===== src/hw/rtl/assert_macros.svh =====
// Assertion helpers shared by the RTL files.
// All checks sample on clk_i and are disabled while rst_ni is low.
`ifndef ASSERT_MACROS_SVH
`define ASSERT_MACROS_SVH

// Property holds at every clock edge outside reset.
`define ASSERT_ALWAYS(lbl, prop, msg) \
  lbl: assert property (@(posedge clk_i) disable iff (!rst_ni) (prop)) else $error(msg);

// Consequent holds in the cycle after the antecedent.
`define ASSERT_NEXT(lbl, ante, cons, msg) \
  lbl: assert property (@(posedge clk_i) disable iff (!rst_ni) (ante) |=> (cons)) else $error(msg);

`endif


===== src/hw/rtl/wfm_pkg.sv =====
// -----------------------------------------------------------------------------
// wfm_pkg
// Shared types, widths and register codes of the windowed spectrum block.
// -----------------------------------------------------------------------------
package wfm_pkg;

  localparam int unsigned FFT_POINTS_DEF  = 128;
  localparam int unsigned SAMPLE_BITS_DEF = 16;
  localparam int unsigned IN_W            = 16;
  localparam int unsigned MAG_W           = 16;
  localparam int unsigned BIN_W           = 6;
  localparam int unsigned RES_W           = 26;
  localparam int unsigned WIN_W           = 17;
  localparam int unsigned WIN_UNITY       = 32768;
  localparam int unsigned PADDR_W         = 3;
  localparam int unsigned PDATA_W         = 32;

  localparam logic REG_APPLY_WINDOW = 1'b0;

  localparam longint          ONE_Q30 = 64'sd1073741824;
  localparam longint unsigned PI_Q32  = 64'd13493037705;

  typedef enum logic [2:0] {
    ST_COLLECT,
    ST_MAC,
    ST_DRAIN,
    ST_ROUND,
    ST_MSTART,
    ST_MWAIT,
    ST_OUT
  } state_e;

  typedef struct packed {
    logic                    start;
    logic signed [RES_W-1:0] re;
    logic signed [RES_W-1:0] im;
  } mag_req_t;

  typedef struct packed {
    logic             done;
    logic [MAG_W-1:0] mag;
  } mag_rsp_t;

  function automatic int unsigned tw_bits(input int unsigned sb);
    return (sb < 10) ? 30 : 40 - sb;
  endfunction

  function automatic int unsigned fb_bits(input int unsigned sb);
    return 24 - sb;
  endfunction

endpackage


===== src/hw/rtl/wfm_mag.sv =====
// -----------------------------------------------------------------------------
// wfm_mag
// Magnitude unit: squares, bit-pair integer square root, rounding, saturation.
// -----------------------------------------------------------------------------
module wfm_mag import wfm_pkg::*; #(
  parameter int unsigned SAMPLE_BITS = SAMPLE_BITS_DEF
) (
  input  logic     clk_i,
  input  logic     rst_ni,
  input  mag_req_t req_i,
  output mag_rsp_t rsp_o
);

  localparam int unsigned FB    = fb_bits(SAMPLE_BITS);
  localparam int unsigned SQ_W  = 2 * RES_W;
  localparam int unsigned ITER  = RES_W;
  localparam int unsigned IT_W  = $clog2(ITER);
  localparam int unsigned RND_W = RES_W + 1;

  logic signed [SQ_W-1:0] prod_re;
  logic signed [SQ_W-1:0] prod_im;
  logic [SQ_W-1:0]        sqa_q;
  logic [SQ_W-1:0]        sqb_q;
  logic [SQ_W-1:0]        v_q;
  logic [SQ_W-1:0]        r_q;
  logic [SQ_W-1:0]        bit_q;
  logic [SQ_W-1:0]        trial;
  logic                   load_q;
  logic                   run_q;
  logic                   done_q;
  logic [IT_W-1:0]        it_q;
  logic [RND_W-1:0]       rnd;

  assign prod_re = req_i.re * req_i.re;
  assign prod_im = req_i.im * req_i.im;
  assign trial   = r_q + bit_q;

  always_ff @(posedge clk_i or negedge rst_ni) begin
    if (!rst_ni) begin
      load_q <= 1'b0;
      run_q  <= 1'b0;
      done_q <= 1'b0;
      it_q   <= '0;
    end else begin
      done_q <= 1'b0;
      load_q <= req_i.start;
      if (load_q) begin
        run_q <= 1'b1;
        it_q  <= '0;
      end else if (run_q) begin
        it_q <= it_q + 1'b1;
        if (it_q == IT_W'(ITER - 1)) begin
          run_q  <= 1'b0;
          done_q <= 1'b1;
        end
      end
    end
  end

  always_ff @(posedge clk_i) begin
    if (req_i.start) begin
      sqa_q <= unsigned'(prod_re);
      sqb_q <= unsigned'(prod_im);
    end
    if (load_q) begin
      v_q   <= sqa_q + sqb_q;
      r_q   <= '0;
      bit_q <= SQ_W'(1) << (2 * (ITER - 1));
    end else if (run_q) begin
      if (v_q >= trial) begin
        v_q <= v_q - trial;
        r_q <= (r_q >> 1) + bit_q;
      end else begin
        r_q <= r_q >> 1;
      end
      bit_q <= bit_q >> 2;
    end
  end

  if (FB > 0) begin : g_rnd
    assign rnd = (RND_W'(r_q[RES_W-1:0]) + RND_W'(1 << (FB - 1))) >> FB;
  end else begin : g_nornd
    assign rnd = RND_W'(r_q[RES_W-1:0]);
  end

  assign rsp_o.done = done_q;
  assign rsp_o.mag  = (rnd > RND_W'(2 ** MAG_W - 1)) ? {MAG_W{1'b1}} : rnd[MAG_W-1:0];

endmodule


===== config.mk =====
export PLATFORM = sky130hd
export DESIGN_NAME = wfm_mag
export DESIGN_NICKNAME = d
export VERILOG_FILES = /design/src/hw/rtl/assert_macros.svh /design/src/hw/rtl/wfm_pkg.sv /design/src/hw/rtl/wfm_mag.sv
export SDC_FILE = /design/constraint.sdc
export NUM_CORES = 2
export LEC_CHECK = 0
export BUFFER_PORTS_ARGS = -buffer_cell sky130_fd_sc_hd__buf_2
export CORE_MARGIN = 2
export CORE_UTILIZATION = 34
export CTS_BUF_LIST = sky130_fd_sc_hd__clkbuf_4 sky130_fd_sc_hd__clkbuf_8 sky130_fd_sc_hd__clkbuf_16
export DETAILED_ROUTE_END_ITERATION = 7
export GPL_ROUTABILITY_DRIVEN = 0
export HOLD_SLACK_MARGIN = 0.15
export PLACE_DENSITY = 0.46
export SYNTH_ARGS = -nofsm -noshare
export SYNTH_HDL_FRONTEND = slang
export SYNTH_SLANG_ARGS = --single-unit

===== constraint.sdc =====
create_clock -name clk_i -period 10.4 [get_ports clk_i]
set_clock_uncertainty 0.2 [all_clocks]
set_input_delay 0.52 -clock clk_i [delete_from_list [all_inputs] [get_ports clk_i]]
set_output_delay 0.52 -clock clk_i [all_outputs]
set_load 0.01 [all_outputs]

Yosys cells after proc, flatten, opt, wreduce, memory -nomap -nowiden
Index checks and enable logic that the tools add are counted.

word-level totals
  register bits after elaboration = 242
  input bits = 55
  output and inout bits = 17
  word-level logic and storage cells = 36

cells by class
  add/sub/neg operators = 6
  $mul = 2
  order comparisons = 2
  eq/ne operators = 1
  mux-type cells = 13
  reduce and logical (&&, ||, !) cells = 3

operators by type and width
  cell                   number
  $mux 52                4
  $mul 26x26->52         2
  $add 51x51->52         1
  $add 52x51->52         1
  $add 52x52->52         1
  $ge 52x52->1           1
  $sub 52x52->52         1
  $add 26x8->27 const B  1
  $gt 19x16->1 const B   1
  $mux 16                1
  $mux 5                 2
  $mux 1                 6
  $add 5x1->5 const B    1
  $eq 5x5->1 const B     1
  $reduce_bool 2->1      2
  $reduce_and 2->1       1

Longest topological paths before layout
  depth after elaboration = 5
  depth in mapped cells = 28
  mapped depth without buffers = 27

Worst setup path before layout
Ideal clock, no wire load.

  kind = input to register
  start point = input req_i[30] (netlist bit)
  end point = register sqa_q[45] (data pin)
  library setup time = 262 ps
  arrival time = 7,185 ps
  required time = 9,938 ps
  setup slack = 2,753 ps
  stages on the path = 26
  path buffers = 2
  path through = clkbuf_1 clkbuf_1 nand2_1 fa_1 inv_1 fa_1 fa_1 inv_1 fa_1 inv_1 fa_1 fa_1 inv_1 fa_1 inv_1 ha_1 a21o_1 a21o_1 a21oi_1 nand3_1 o311ai_1 a211oi_1 or3_1 a31oi_1 o21ai_1 xor2_1

on the way
  word-level cells in the longest chain between the ends = 1

ends and longest elaborated chain
  what                    line           RTL
  start: declaration      wfm_mag.sv:10  input mag_req_t req_i,
  $mul 26x26->52          wfm_mag.sv:34  assign prod_re = req_i.re * req_i.re;
  named net prod_re[45]   wfm_mag.sv:20  logic signed [SQ_W-1:0] prod_re;
  end signal: assignment  wfm_mag.sv:62  sqa_q <= unsigned'(prod_re);
  end: declaration        wfm_mag.sv:22  logic [SQ_W-1:0] sqa_q;

The timed path passes the listed nets, and every way through them passes these cells.
A chain may end at the register's enable or synchronous reset.

Final worst setup path
  start point = input req_i[36] (netlist bit)
  end point = register sqa_q[45] (data pin)

The elaborated chain is that of the path after synthesis.

==> results.toml <==
[clocking]
clk_latency_ps = 640
clk_pin_slew_ps = 60
h-tree-depth = 1
cts_tree = "done"
clock_path_buffers = 3
cts.sink_count = 240
cts_buffers = 31
cts_root_buffer = "clkbuf_16"

[worst_setup_path]
r2r_end = "v_q[42]$_DFFE_PP_"
critPathLaunch = "req_i[36]"
end_kind = "flip-flop"
arrival_ps = 8550
worstSetupStartpointType = "input pin"
r2r_start = "bit_q[2]$_SDFFE_PP0P_"
rr_worst_depth = 22
cp_max_fo = 20
crit_required_ps = 10540
r2r_setup_slack_ps = 2320
critPathKind = "input pin to flip-flop"

[timing]
min_period_over_period_pct = 80.84
setup-violations-final = 0
worst-slew-pin-transition_ps = 982.9
max_freq_mhz = 118.9
setup_tns_ps = 0
slew_violations = 0
period_needed_ps = 8407
maxSlewHeadroom_pct = 34.28
rsz0062_at_grt = "no"
finalHoldViolCount = 0
hold_slack_ps = 263.6

[logic_synthesis]
ys_async_sr_fraction_pct = 3.333
netlist_instances = 6599
synth_area_um2 = 61840
ys_ff_latch = 240
syn_avg_cell_area_um2 = 9.371
synth_flop_cell = "edfxtp_1"
synth_warnings = 0
synth_top_area_share_pct = 42.54
synth_area_leader_cell = "fa_1"
ys_seq_area_share_pct = 10.33
syn_nets = 8434
synth_edf_count = 154
synth.distinct_cells = 93
ys_top_cells_by_area = "fa_1 43%, inv_1 10%, ha_1 9.4%"

[routing]
first_iter_violations = 2177
totalWireLength_mm = 168.4
drc = 0
drtAntennaViolNets = 0
avgRoutedWirePerCell_um = 18.92
drtPass1Iterations = 5
num_vias = 42990
via_per_inst = 4.831

[floorplanning]
die_area_um2 = 185300
die_h_um = 430.5
num_rows = 156
io_pins = 72
dieWidth_um = 430.5
core_um2 = 180700
start_util_pct = 34.21

[grt]
gr-usage-all-layers_pct = 18.60
antenna_found_initial = 4
grt_pass1_wl_mm = 268.6
grt_max_degree = 141
gr-total-overflow = 0
grt_pass1_vias = 47160

[place]
dpl.cell_count = 8839
portBuffers = 71
place_hpwl_mm = 138.8

[min_path]
hold_end = "sqa_q[0]$_DFFE_PP_"
min-delay-path-class = "input pin to flip-flop"
min_from = "req_i[26]"
hold_path_depth = 1

[final_layout]
final_util_pct = 36.25
syn_to_final_growth_pct = 5.938
layout_commonest_cell = "inv_1"
fin_nets = 8340
stdcell_count = 8899
drive_above_1_share_pct = 3.355
final_cell_mix = "1648 x inv_1, 1314 x fa_1, 548 x nand2_1"

[run]
maxCapViolCount = 0

[status]
outcome = "completed"
[cell families after synthesis]
kind of cell | count (synthesis) | synth area share (%)
buf+inv | 1873 | 11.43
simple gates | 1466 | 11.57
fa+ha+maj | 1780 | 51.97
compound gates | 886 | 9.536
xor+xnor | 290 | 4.107
flops | 240 | 10.33
mux | 64 | 1.058
[state kept, by name, summed over array words and instances (netlist names)]
register	cells
bit_q	26
sqb_q	51
r_q	52
sqa_q	51
v_q	52
load_q	1
it_q	5
done_q	1
run_q	1
[cell usage after synthesis, types with 41 or more instances]
| cell type | number |
|---|---|
| xor2_1 | 117 |
| and2_1 | 287 |
| dfxtp_1 | 78 |
| a21o_1 | 131 |
| nand2_1 | 549 |
| o21bai_1 | 41 |
| nand3_1 | 58 |
| o21ai_0 | 163 |
| a21oi_1 | 210 |
| fa_1 | 1314 |
| nor2_1 | 254 |
| a31oi_1 | 66 |
| edfxtp_1 | 154 |
| nor2b_1 | 75 |
| xnor2_1 | 173 |
| mux2i_1 | 53 |
| ha_1 | 466 |
| clkbuf_1 | 204 |
| inv_1 | 1648 |
[layout make-up]
cell class | instances | area (um2)
clock buffer | 35 | 805.8
tap | 2370 | 2965
fill | 18560 | 115200
inverter | 1650 | 6193
multi-input combinational | 4486 | 48390
clock inverter | 21 | 195.2
antenna | 1 | 2.502
timing repair buffer | 96 | 565.5
sequential | 240 | 6394
[worst max path at each step]
stage / end / depth (start not counted)
floorplan: sqa_q[45]$_DFFE_PP_ / 26
global placement: sqa_q[45]$_DFFE_PP_ / 25
detailed placement: sqa_q[45]$_DFFE_PP_ / 25
CTS: sqa_q[51]$_DFFE_PP_ / 25
global route: sqa_q[45]$_DFFE_PP_ / 25
finish: sqa_q[45]$_DFFE_PP_ / 25
[worst max-delay path, cell delays in order]
cell      delay, ps
buf_2           440
clkinv_1        520
nor2_1          350
inv_1            90
fa_1            470
fa_1            540
inv_1            50
fa_1            500
fa_1            460
fa_1            430
fa_1            510
inv_1            50
fa_1            470
inv_1            40
ha_1            330
a21o_1          190
a21o_1          180
a21oi_1         170
nand3_1         110
o311ai_1        770
a211oi_1        320
or3_1           430
a31oi_1         290
o21ai_1         130
xor2_1          150
[repair_timing]
item | 4_1_cts | 5_1_grt
resized for setup | 0 | 0
hold buffers | 3 | 0
setup buffers | 0 | 0
hold endpoints to repair | 9 | 0
[per-stage QoR]
stage          worst slack [ps]  cell area [um2]
2_1_floorplan              2753            61840
3_3_place_gp               1541            64480
3_5_place_dp               1402            64480
4_1_cts                    2025            65510
5_1_grt                    1502            65510
6_report                   1993            65510
[layer usage]
layer,vias up,global-route usage (%),wire length (um)
met4,0,3.457,3640
met3,148,1.844,5962
met1,21990,24.78,74350
met5,-,0,0
met2,668,32.91,84440
li1,20190,-,-
Power is left out: the tool's default activity adds up to more than one toggle a clock period on the data nets, which glitch-free logic cannot reach.
